`src/sv/eht_ram.sv`:
```
// Generic single-port synchronous RAM with a registered read.
// Depends on nothing.
module eht_ram #(
    parameter int WIDTH = 8,
    parameter int DEPTH = 16
) (
    input  logic                     clk,
    input  logic                     we,
    input  logic [$clog2(DEPTH)-1:0] addr,
    input  logic [WIDTH-1:0]         wdata,
    output logic [WIDTH-1:0]         rdata
);
    logic [WIDTH-1:0] mem [DEPTH];

    always_ff @(posedge clk)
    begin
        if (we)
        begin
            mem[addr] <= wdata;
        end
        rdata <= mem[addr];
    end
endmodule

```
`config.mk`:
```
export PLATFORM = sky130hd
export DESIGN_NAME = eht_ram
export DESIGN_NICKNAME = d
export VERILOG_FILES = /design/src/sv/eht_ram.sv
export SDC_FILE = /design/constraint.sdc
export NUM_CORES = 1
export LEC_CHECK = 0
export ABC_AREA = 1
export BUFFER_PORTS_ARGS = -buffer_cell sky130_fd_sc_hd__buf_2
export CAP_MARGIN = 10
export CORE_MARGIN = 2
export CORE_UTILIZATION = 61
export CTS_CLUSTER_SIZE = 25
export DETAILED_ROUTE_END_ITERATION = 6
export PLACE_DENSITY = 0.77
export SLEW_MARGIN = 30
export SYNTH_ARGS = -nofsm -noshare
export SYNTH_HDL_FRONTEND = slang
export SYNTH_SLANG_ARGS = --single-unit
```
`constraint.sdc`:
```
create_clock -name clk -period 2.2 [get_ports clk]
set_clock_uncertainty 0.1 [all_clocks]
set_input_delay 0.11 -clock clk [delete_from_list [all_inputs] [get_ports clk]]
set_output_delay 0.11 -clock clk [all_outputs]
set_load 0.005 [all_outputs]
```
==> summary.txt, run 1 <==
Floorplan
  – Die footprint: 0.00995 mm^2
  – Die Ht: 99.8 um
  – IO Pins: 22
  – CORE AREA: 0.00881 mm^2
  – Initial core utilization: 0.635
  – Die width: 99.8 um
  – FP Rows: 34

Logic synthesis
  – Post-synth top flop: edfxtp_1
  – Sequential area share after synthesis: 0.716
  – Synth Warn #: 0
  – Syn Inst Count: 548
  – Synth top area cells: edfxtp_1 69%, nand2_1 23%, dfxtp_1 2.9%, inv_1 1.4%, nor2_1 1.2%
  – Post-synth top area share: 0.687
  – Number of synthesized flops with an enable pin: 128
  – Syn Nets: 562
  – Netlist cell types: 11
  – FF+latch count, synth: 136
  – Yosys top cell by area: edfxtp_1
  – Synth Cell Area: 0.00559 mm^2
  – Most frequent cells after synthesis: 346 x nand2_1, 128 x edfxtp_1, 21 x inv_1
  – Most frequent cell after synthesis: nand2_1
  – Async SR Flop Fraction: 0
  – Post-Syn Area per Cell: 10.2 um^2

Power and ir drop
  – Register share of total power: 0.476
  – Sw Ratio: 0.226
  – Comb power frac: 0.060
  – Psw: 0.00138 W
  – P per Cell Area: 937 mW/mm^2
  – Pint: 0.00474 W
  – Worst IR Drop VDD: 0.649 mV
  – Clk pwr share: 0.464
  – Leakage Power: 2.84 nW

STA
  – Minimum clock period: 1.28 ns
  – Fin. max-slew vios: 0
  – RSZ-0062 raised after global routing: no
  – WHS: 0.100 ns
  – Slew HR: 0.515
  – Worst Tran Pin Value: 0.725 ns
  – Fin crit share: 0.583
  – TNS Setup: 0 ns
  – Fmax: 780 MHz
  – Final setup violation count: 0
  – Hold Fails Final Rpt: 0

Placed design
  – Final HPWL DP: 7480 um
  – Port bufs: 21
  – Placer Congestion: 0.891

Worst setup path
  – Crit-path cells: buf_2 > inv_2 > buf_4 > nand3_1 > nor2_1 > buf_4
  – Worst setup EP type: flip-flop
  – WS Path Type: input port to flip-flop
  – Worst reg2reg path startpoint: mem[8][5]$_DFFE_PP_
  – Arr. time, crit path: 1.41 ns
  – Most frequent CP cell: buf_4
  – CP required: 2.33 ns
  – Setup crit start kind: input port
  – R2R Setup Slk: 1.05 ns
  – Critical-path top delay cell: nand3_1
  – Max incr delay on CP: 0.29 ns
  – CP startpoint: addr[0]
  – Critical-path maximum fanout: 26

GRT
  – Global-route wire length before repair: 20400 um
  – GRT Residual Overflow: 0
  – Initial antenna violation count: 0
  – GRT Util Overall: 0.283
  – Largest net degree at the start of global routing: 48
  – Vias in the first global route: 3863

Run status
  – Outcome: finished, violations left
  – Failing checks: design-rule violations

Cells and area
  – Area grow syn2layout: 16.8%
  – Ant diodes: 0
  – Final nets: 608
  – Share of cells above drive strength 1: 0.119

Route
  – Post-route ant nets: 0
  – Vias: 3921
  – DRT Pass-1 Iters: 7
  – Residual DRC: 3
  – Vias/cell: 5.48
  – Post-Route WL: 12900 um
  – DR WL/cell: 18.0 um
  – 1st-iter DRT viols: 436

Clock network
  – Clock-pin slew on the worst setup and hold paths: 0.06 ns
  – Root buffer cell: clkbuf_8
  – Total CTS buffers: 17
  – Max Root-Sink Buffers: 2
  – CTS tree: done
  – Clk_lat worst skew: 0.52 ns
  – CTS sink count: 136
  – H-tree levels: 4
  – # resized after CTS: 0

Hold path
  – Type of the tightest min-delay check: input port to flip-flop
  – Hold path start: addr[2]

Flow run
  – Max_cap viols: 0
==> cell usage in the layout, fill, tap and decap left out, drive strengths merged <==
cell / netlist / layout
inv: 22 / 24
clkinv: 1 / 6
dfxtp: 8 / 8
nor2: 18 / 18
bufinv: 0 / 3
edfxtp: 128 / 128
clkbuf: 3 / 18
clkinvlp: 0 / 4
nand2: 346 / 346
nand3: 4 / 4
buf: 18 / 40
dlygate4sd3: 0 / 8
==> area by class of cell <==
cell class,count,area [um^2]
Sequential cell,136,4000
Multi-Input combinational cell,368,1390
Timing Repair Buffer,48,328
Clock buffer,18,418
Clock inverter,14,174
Fill cell,556,2270
Inverter,23,86.3
Tap cell,108,135
==> path summary, 6_finish.rpt <==
path,to,depth (start not counted)
max reg2reg,rdata[5]$_DFF_P_,8
min reg2reg,rdata[0]$_DFF_P_,8
min,rdata[2]$_DFF_P_,7
max,mem[6][6]$_DFFE_PP_,6
==> per-stage QoR <==
step / power (W) / instances / setup WS [ns] / cell area, um^2 / utilization
6_report: 0.00612 / 715 / 0.917 / 6530 / 0.742
5_1_grt: 0.00627 / 715 / 0.764 / 6530 / 0.742
4_1_cts: 0.00610 / 715 / 0.928 / 6530 / 0.742
3_5_place_dp: 0.00331 / 675 / 0.395 / 5860 / 0.665
3_3_place_gp: 0.00330 / 675 / 0.458 / 5860 / 0.665
2_1_floorplan: 0.00317 / 548 / 0.613 / 5590 / -
==> cell families (layout without fill, tap and decap cells) <==
group                  after synthesis  in the layout  synth area share
and+or+nand+nor                    368            368             0.248
buffers and inverters               44            103            0.0362
DFF                                136            136             0.716
==> sequential cells by signal (all words and copies together), names as in the netlist <==
signal  count
mem       128
rdata       8
==> critical path, delay by kind of cell <==
kind                   cells  cell delay (ns)
buffers and inverters      4             0.80
and+or+nand+nor            2             0.49
==> power groups by stage <==
stage	clock network [W]	registers, W	logic, W
after floorplan	0	0.00297	0.000200
after global placement	0	0.00296	0.000338
after detailed placement	0	0.00297	0.000343
after CTS	0.00283	0.00291	0.000361
after global routing	0.00294	0.00292	0.000406
final	0.00284	0.00291	0.000365
==> layer usage <==
layer / wire [um] / track usage / vias up
met3: 1280 / 0.0548 / 30
li1: - / - / 1849
met5: 0 / 0 / -
met4: 288 / 0.121 / 0
met2: 6230 / 0.442 / 245
met1: 5100 / 0.394 / 1797
==> what timing repair did <==
| action | 4_1_cts | 5_1_grt |
|---|---|---|
| buffers inserted | 0 | 0 |
| hold buffers | 8 | 0 |
| endpoints found under the hold margin | 128 | 0 |
(Power assumes the default switching activity.)
==> inputs of run 2 (changes only) <==
--- a/config.mk
+++ b/config.mk
@@ -5,14 +5,14 @@
 export SDC_FILE = /design/constraint.sdc
 export NUM_CORES = 1
 export LEC_CHECK = 0
-export ABC_AREA = 1
+export ABC_AREA = 0
 export BUFFER_PORTS_ARGS = -buffer_cell sky130_fd_sc_hd__buf_2
 export CAP_MARGIN = 10
 export CORE_MARGIN = 2
-export CORE_UTILIZATION = 61
+export CORE_UTILIZATION = 60
 export CTS_CLUSTER_SIZE = 25
 export DETAILED_ROUTE_END_ITERATION = 6
-export PLACE_DENSITY = 0.77
+export PLACE_DENSITY = 0.76
 export SLEW_MARGIN = 30
 export SYNTH_ARGS = -nofsm -noshare
 export SYNTH_HDL_FRONTEND = slang
==> constraint.sdc (replaced) <==
create_clock -name clk -period 1.26 [get_ports clk]
set_clock_uncertainty 0.1 [all_clocks]
set_input_delay 0.063 -clock clk [delete_from_list [all_inputs] [get_ports clk]]
set_output_delay 0.063 -clock clk [all_outputs]
set_load 0.005 [all_outputs]
==> run 2 against run 1 <==
Compared with the run above:
- critical path type is now flip-flop to flip-flop
- setup slack got worse by 1.1 ns
- the run ends with negative setup slack left
- synthesized cell count decreased by 58%
- non-clock buffer count increased by 13
- count of clock-buffer cells in the layout increased by 2
==> summary.txt, run 2 <==
Clock network
  – Total CTS buffers: 17 (unchanged)
  – Max Root-Sink Buffers: 2 (unchanged)
  – Clk_lat worst skew: 0.51 ns (was 0.52 ns)
  – Clock-pin slew on the worst setup and hold paths: 0.06 ns (about the same)
  – CTS sink count: 136 (unchanged)
  – Post-CTS Setup Inserts: 0 (unchanged)
  – Root buffer cell: clkbuf_8 (unchanged)
  – CTS tree: done (unchanged)
  – H-tree levels: 4 (unchanged)

Floorplan
  – Die Ht: 95.9 um (was 99.8 um)
  – Die width: 95.9 um (was 99.8 um)
  – Initial core utilization: 0.617 (was 0.635)
  – IO Pins: 22 (unchanged)
  – FP Rows: 33 (was 34)
  – CORE AREA: 0.00822 mm^2 (was 0.00881 mm^2)
  – Die footprint: 0.00920 mm^2 (was 0.00995 mm^2)

Hold path
  – Cells on Worst Hold Path: 3 (was 7)
  – Type of the tightest min-delay check: input port to flip-flop (unchanged)
  – Hold path start: addr[3] (was addr[2])

Cells and area
  – Largest register FFs: 128 (unchanged)
  – Top reg by flops: mem (unchanged)
  – Share of cells above drive strength 1: 0.455 (was 0.119)
  – Finished Layout Cells: 417 (was 715)
  – Top Registers: mem x128, rdata x8 (unchanged)
  – Ant diodes: 0 (unchanged)
  – Most common cell after layout, fill and taps aside: edfxtp_1 (was nand2_1)
  – Area grow syn2layout: 27.8% (was 16.8%)
  – Final nets: 313 (was 608)
  – Util after Layout: 0.788 (was 0.742)
  – Most frequent cells in the layout: 128 x edfxtp_1, 32 x mux4_2, 23 x buf_4, 21 x buf_2, 16 x clkbuf_16 (was 346 x nand2_1, 128 x edfxtp_1, 21 x inv_1, 21 x buf_2, 19 x buf_4)

Power and ir drop
  – Worst IR Drop VDD: 1.30 mV (was 0.649 mV)
  – Leakage Power: 2.16 nW (was 2.84 nW)
  – P per Cell Area: 1680 mW/mm^2 (was 937 mW/mm^2)
  – Final Power: 0.0109 W (was 0.00612 W)

Logic synthesis
  – Sequential area share after synthesis: 0.790 (was 0.716)
  – Async SR Flop Fraction: 0 (unchanged)
  – Synth top area cells: edfxtp_1 76%, mux4_2 14%, dfxtp_1 3.2%, a22oi_1 2.4%, nor2_1 0.96% (was edfxtp_1 69%, nand2_1 23%, dfxtp_1 2.9%, inv_1 1.4%, nor2_1 1.2%)
  – Number of synthesized flops with an enable pin: 128 (unchanged)
  – Post-synth top area share: 0.759 (was 0.687)
  – Syn Nets: 244 (was 562)
  – Netlist cell types: 18 (was 11)
  – Most frequent cell after synthesis: edfxtp_1 (was nand2_1)
  – Most frequent cells after synthesis: 128 x edfxtp_1, 32 x mux4_2, 16 x a22oi_1 (was 346 x nand2_1, 128 x edfxtp_1, 21 x inv_1)
  – Post-synth top flop: edfxtp_1 (unchanged)
  – FF+latch count, synth: 136 (unchanged)
  – Synth Warn #: 0 (unchanged)
  – Yosys top cell by area: edfxtp_1 (unchanged)
  – Synth Cell Area: 0.00507 mm^2 (was 0.00559 mm^2)
  – Post-Syn Area per Cell: 22.0 um^2 (was 10.2 um^2)
  – Syn Inst Count: 230 (was 548)

Route
  – Post-Route WL: 10000 um (was 12900 um)
  – DRT Pass-1 Iters: 5 (was 7)
  – 1st-iter DRT viols: 280 (was 436)
  – DR WL/cell: 24.0 um (was 18.0 um)
  – Post-route ant nets: 0 (unchanged)
  – Vias: 2518 (was 3921)
  – Residual DRC: 0 (was 3)
  – Vias/cell: 6.04 (was 5.48)

Flow run
  – Max_cap viols: 0 (unchanged)

Worst setup path
  – Crit path depth: 3 (was 6)
  – WS Path Type: flip-flop to flip-flop (was input port to flip-flop)
  – Max incr delay on CP: 0.48 ns (was 0.29 ns)
  – Critical-path maximum fanout: 1 (was 26)
  – Worst setup EP type: flip-flop (unchanged)
  – Critical-path top delay cell: mux4_2 (was nand3_1)
  – Worst reg2reg path startpoint: mem[2][7]$_DFFE_PP_ (was mem[8][5]$_DFFE_PP_)
  – Buf+Inv Stages, Crit Path: 0 (was 4)
  – CP top delay family: multiplexers (was buffers and inverters)
  – CP required: 1.55 ns (was 2.33 ns)
  – Arr. time, crit path: 1.69 ns (was 1.41 ns)
  – Worst r2r path cells: 3 (was 8)
  – CP startpoint: mem[2][7]$_DFFE_PP_ (was addr[0])
  – Setup crit start kind: flip-flop (was input port)
  – Crit-path cells: mux4_2 > a22oi_2 > nand2_1 (was buf_2 > inv_2 > buf_4 > nand3_1 > nor2_1 > buf_4)
  – R2R Setup Slk: -0.14 ns (was 1.05 ns)

Placed design
  – Port bufs: 21 (unchanged)
  – Place WS: -0.342 ns (was 0.395 ns)
  – Placer Congestion: 0.816 (was 0.891)
  – Placed instance count: 377 (was 675)
  – Final HPWL DP: 6420 um (was 7480 um)

GRT
  – Initial antenna violation count: 0 (unchanged)
  – Vias in the first global route: 2503 (was 3863)
  – Largest net degree at the start of global routing: 22 (was 48)
  – GRT Util Overall: 0.245 (was 0.283)
  – GRT Residual Overflow: 0 (unchanged)
  – Global-route wire length before repair: 14900 um (was 20400 um)

STA
  – Final worst setup slack: -0.136 ns (was 0.917 ns)
  – Fmax: 716 MHz
  – WHS: 0.0682 ns (was 0.100 ns)
  – Worst Tran Pin Value: 0.818 ns (was 0.725 ns)
  – Fin. max-slew vios: 0 (unchanged)
  – Final setup violation count: 8 (was 0)
  – Hold Fails Final Rpt: 0 (unchanged)
  – Minimum clock period: 1.40 ns
  – RSZ-0062 raised after global routing: yes (was no)
  – Fin crit share: 1.11
  – Slew HR: 0.453 (was 0.515)

Run status
  – Failing checks: negative setup slack (was design-rule violations)
  – Outcome: finished, violations left (unchanged)
==> run 2: final cells by class <==
class	instances	area (um^2)
multi-input combinational	83	1160
clock inverter	12	200
timing repair buffer	61	538
tap	105	131
clock buffer	20	435
sequential	136	4000
fill	423	1740
==> run 2: cells by family after synthesis <==
logic type,Yosys count,synth area share
AOI/OAI and AO/OA,16,0.0237
buffers and inverters,11,0.0119
DFF,136,0.790
muxes,32,0.142
and+or+nand+nor,35,0.0321
==> run 2: power by group <==
part | switching [W] | internal [W] | total (W) | leakage (nW)
Clock | 0.00174 | 0.00346 | 0.00520 | 0.301
Combinational | 0.000311 | 0.000273 | 0.000584 | 0.635
Sequential | 0.0000370 | 0.00506 | 0.00510 | 1.22
Total | 0.00209 | 0.00879 | 0.0109 | 2.16
==> run 2: final timing paths <==
kind	end
worst min register to register	rdata[5]$_DFF_P_
worst min-delay path	mem[3][4]$_DFFE_PP_
worst max register to register	rdata[7]$_DFF_P_
worst max-delay path	rdata[7]$_DFF_P_
==> run 2: through the flow <==
step | area, um^2 | setup TNS [ns]
2_1_floorplan | 5210 | -3.08
3_3_place_gp | 5720 | -13.86
3_5_place_dp | 5720 | -14.78
4_1_cts | 6470 | -0.900
5_1_grt | 6470 | -1.26
6_report | 6470 | -0.825
==> run 2: repair_timing <==
item / in CTS / in global routing
hold buffers: 8 / 0
gates resized for setup: 6 / 1
endpoints found under the setup margin: 8 / 8
endpoints found under the hold margin: 128 / 0
pin swaps: 7 / 1
==> run 2: tightest hold or removal path: stages <==
cell and delay [ns]:
buf_2 0.12, or3b_4 0.22, nor2_4 0.10
==> run 2: routing by layer <==
layer / share of wire / global-route usage / vias to the layer above
li1: - / - / 1107
met1: 0.42 / 0.336 / 1309
met2: 0.51 / 0.383 / 89
met3: 0.061 / 0.0595 / 13
met4: 0.011 / 0.102 / 0
met5: 0 / 0 / -
==> inputs of run 3 (changes only) <==
--- a/config.mk
+++ b/config.mk
@@ -12,7 +12,7 @@
 export CORE_UTILIZATION = 60
 export CTS_CLUSTER_SIZE = 25
 export DETAILED_ROUTE_END_ITERATION = 6
-export PLACE_DENSITY = 0.76
+export PLACE_DENSITY_LB_ADDON = 0.15
 export SLEW_MARGIN = 30
 export SYNTH_ARGS = -nofsm -noshare
 export SYNTH_HDL_FRONTEND = slang
==> run 3 against run 2 <==
Compared with the run above:
- the run still ends with negative setup slack left
- non-clock buffer count increased by 10
- register-to-register slack lost 0.07 ns
- final cell count rose by 2.4%
- setup slack worse by 0.066 ns
- cell area up 2.7%
- critical path type unchanged
- critical endpoint is now rdata[6]$_DFF_P_
- highest routed layer unchanged
==> summary.txt, run 3 (same netlist as run 2, synthesis figures left out) <==
STA
  – Final worst setup slack: -0.202 ns (was -0.136 ns)
  – Hold Fails Final Rpt: 0 (unchanged)
  – Slew HR: 0.501 (was 0.453)
  – Fin crit share: 1.16 (was 1.11)
  – Fmax: 684 MHz (was 716 MHz)
  – Fin. max-slew vios: 0 (unchanged)
  – RSZ-0062 raised after global routing: yes (unchanged)
  – Worst Tran Pin Value: 0.747 ns (was 0.818 ns)
  – Minimum clock period: 1.46 ns (was 1.40 ns)
  – Final setup violation count: 8 (unchanged)

Flow run
  – Max_cap viols: 0 (unchanged)

Placed design
  – Placed instance count: 387 (was 377)
  – Placer Congestion: 0.761 (was 0.816)
  – Final HPWL DP: 6750 um (was 6420 um)
  – Port bufs: 21 (unchanged)

Clock network
  – CTS tree: done (unchanged)
  – Max Root-Sink Buffers: 2 (unchanged)
  – Total CTS buffers: 17 (unchanged)
  – Clk_lat worst skew: 0.51 ns (about the same)
  – H-tree levels: 4 (unchanged)
  – Post-CTS Setup Inserts: 0 (unchanged)
  – CTS sink count: 136 (unchanged)
  – Clock-pin slew on the worst setup and hold paths: 0.06 ns (about the same)
  – Root buffer cell: clkbuf_8 (unchanged)

Cells and area
  – Fillcell total: 385 (was 423)
  – Most frequent cells in the layout: 128 x edfxtp_1, 32 x mux4_2, 25 x buf_4, 21 x buf_2, 17 x buf_12 (was 128 x edfxtp_1, 32 x mux4_2, 23 x buf_4, 21 x buf_2, 16 x clkbuf_16)
  – Top Registers: mem x128, rdata x8 (unchanged)
  – Largest register FFs: 128 (unchanged)
  – Share of cells above drive strength 1: 0.472 (was 0.455)
  – Footprint of the multi-input gates: 0.00116 mm^2 (about the same)
  – Final nets: 323 (was 313)
  – Ant diodes: 0 (unchanged)
  – Util after Layout: 0.809 (was 0.788)
  – Finished Layout Cells: 427 (was 417)
  – Area grow syn2layout: 31.2% (was 27.8%)
  – Sequential Area: 0.00400 mm^2 (unchanged)
  – Most common cell after layout, fill and taps aside: edfxtp_1 (unchanged)
  – Top reg by flops: mem (unchanged)

Worst setup path
  – Critical-path maximum fanout: 1 (unchanged)
  – Max incr delay on CP: 0.52 ns (was 0.48 ns)
  – Setup crit start kind: flip-flop (unchanged)
  – CP required: 1.55 ns (about the same)
  – Crit-path cells: mux4_2 > a22oi_2 > nand2_1 (unchanged)
  – Critical-path top delay cell: mux4_2 (unchanged)
  – Worst setup EP type: flip-flop (unchanged)
  – WS Path Type: flip-flop to flip-flop (unchanged)
  – Arr. time, crit path: 1.76 ns (was 1.69 ns)

Route
  – DR WL/cell: 25.7 um (was 24.0 um)
  – Residual DRC: 0 (unchanged)
  – Vias/cell: 6.12 (was 6.04)
  – DRT Pass-1 Iters: 4 (was 5)
  – 1st-iter DRT viols: 229 (was 280)
  – Post-route ant nets: 0 (unchanged)
  – Vias: 2612 (was 2518)
  – Post-Route WL: 11000 um (was 10000 um)

GRT
  – GRT Residual Overflow: 0 (unchanged)
  – Largest net degree at the start of global routing: 17 (was 22)
  – Global-route wire length before repair: 16500 um (was 14900 um)
  – GRT Util Overall: 0.269 (was 0.245)
  – Vias in the first global route: 2779 (was 2503)
  – Initial antenna violation count: 0 (unchanged)

Power and ir drop
  – Worst IR Drop VDD: 1.15 mV (was 1.30 mV)
  – P per Cell Area: 1650 mW/mm^2 (was 1680 mW/mm^2)
  – Leakage Power: 2.24 nW (was 2.16 nW)
  – Final Power: 0.0109 W (about the same)

Floorplan
  – Die Ht: 95.9 um (unchanged)
  – FP Rows: 33 (unchanged)
  – Initial core utilization: 0.617 (unchanged)
  – CORE AREA: 0.00822 mm^2 (unchanged)
  – Die width: 95.9 um (unchanged)
  – IO Pins: 22 (unchanged)
  – Die footprint: 0.00920 mm^2 (unchanged)

Hold path
  – Type of the tightest min-delay check: input port to flip-flop (unchanged)

Run status
  – Failing checks: negative setup slack (unchanged)
  – Outcome: finished, violations left (unchanged)
## run 3: cell count changes in the layout (fill, tap and decap cells not counted)
cell	previous run	this run
a22oi_1	9	10
a22oi_2	7	6
buf_12	9	17
buf_4	23	25
bufinv_16	5	4
clkbuf_1	2	1
clkbuf_8	2	5
clkinv_2	2	1
clkinv_4	2	3
clkinvlp_4	3	2
## run 3: metrics by stage
step	worst slack [ns]	cell area, um^2	hold WS, ns	TNS, ns
after floorplan	-0.0552	5210	0.0619	-3.08
after global placement	-0.438	5900	0.348	-27.87
after detailed placement	-0.477	5900	0.352	-29.08
after CTS	-0.163	6640	0.0159	-1.03
after global routing	-0.190	6650	0.0213	-1.30
final	-0.202	6650	0.0329	-1.06
## run 3: timing repair
action	CTS	global route
pin swaps	6	0
cloned	0	0
hold endpoints to repair	128	0
hold buffers	8	0
gates resized for setup	5	1
setup endpoints to repair	8	8
## run 3: area by class of cell
cell class                 count  share of cell area
clock inverter                10              0.0250
timing repair buffer          71               0.107
sequential                   136               0.602
tap                          105              0.0198
multi-input combinational     83               0.174
clock buffer                  22              0.0711
## run 3: final timing paths
check	cells past startpoint	slack (ns)	endpoint	startpoint
worst min register to register	3	0.60	rdata[7]$_DFF_P_	mem[15][7]$_DFFE_PP_
worst min-delay path	4	0.03	mem[0][0]$_DFFE_PP_	addr[3]
worst max-delay path	3	-0.20	rdata[6]$_DFF_P_	mem[3][6]$_DFFE_PP_
worst max register to register	3	-0.20	rdata[6]$_DFF_P_	mem[3][6]$_DFFE_PP_
## run 3: per-layer routing
| metal | up-vias | wire length [um] | global-route usage |
|---|---|---|---|
| li1 | 1124 | - | - |
| met1 | 1371 | 4370 | 0.358 |
| met2 | 107 | 5720 | 0.428 |
| met3 | 10 | 648 | 0.0705 |
| met4 | 0 | 229 | 0.114 |
| met5 | - | 0 | 0 |
## run 3: power by group
part,internal (W),switching [W]
Combinational,0.000307,0.000331
Sequential,0.00506,0.0000412
Clock,0.00343,0.00177
Total,0.00880,0.00214
## run 3: critical path, delay by kind of cell, from the launching register on
family           cells  cell delay [ns]
AND/OR/NAND/NOR      1             0.08
multiplexers         1             0.52
AO/OA/AOI/OAI        1             0.25
flip-flops           1             0.40
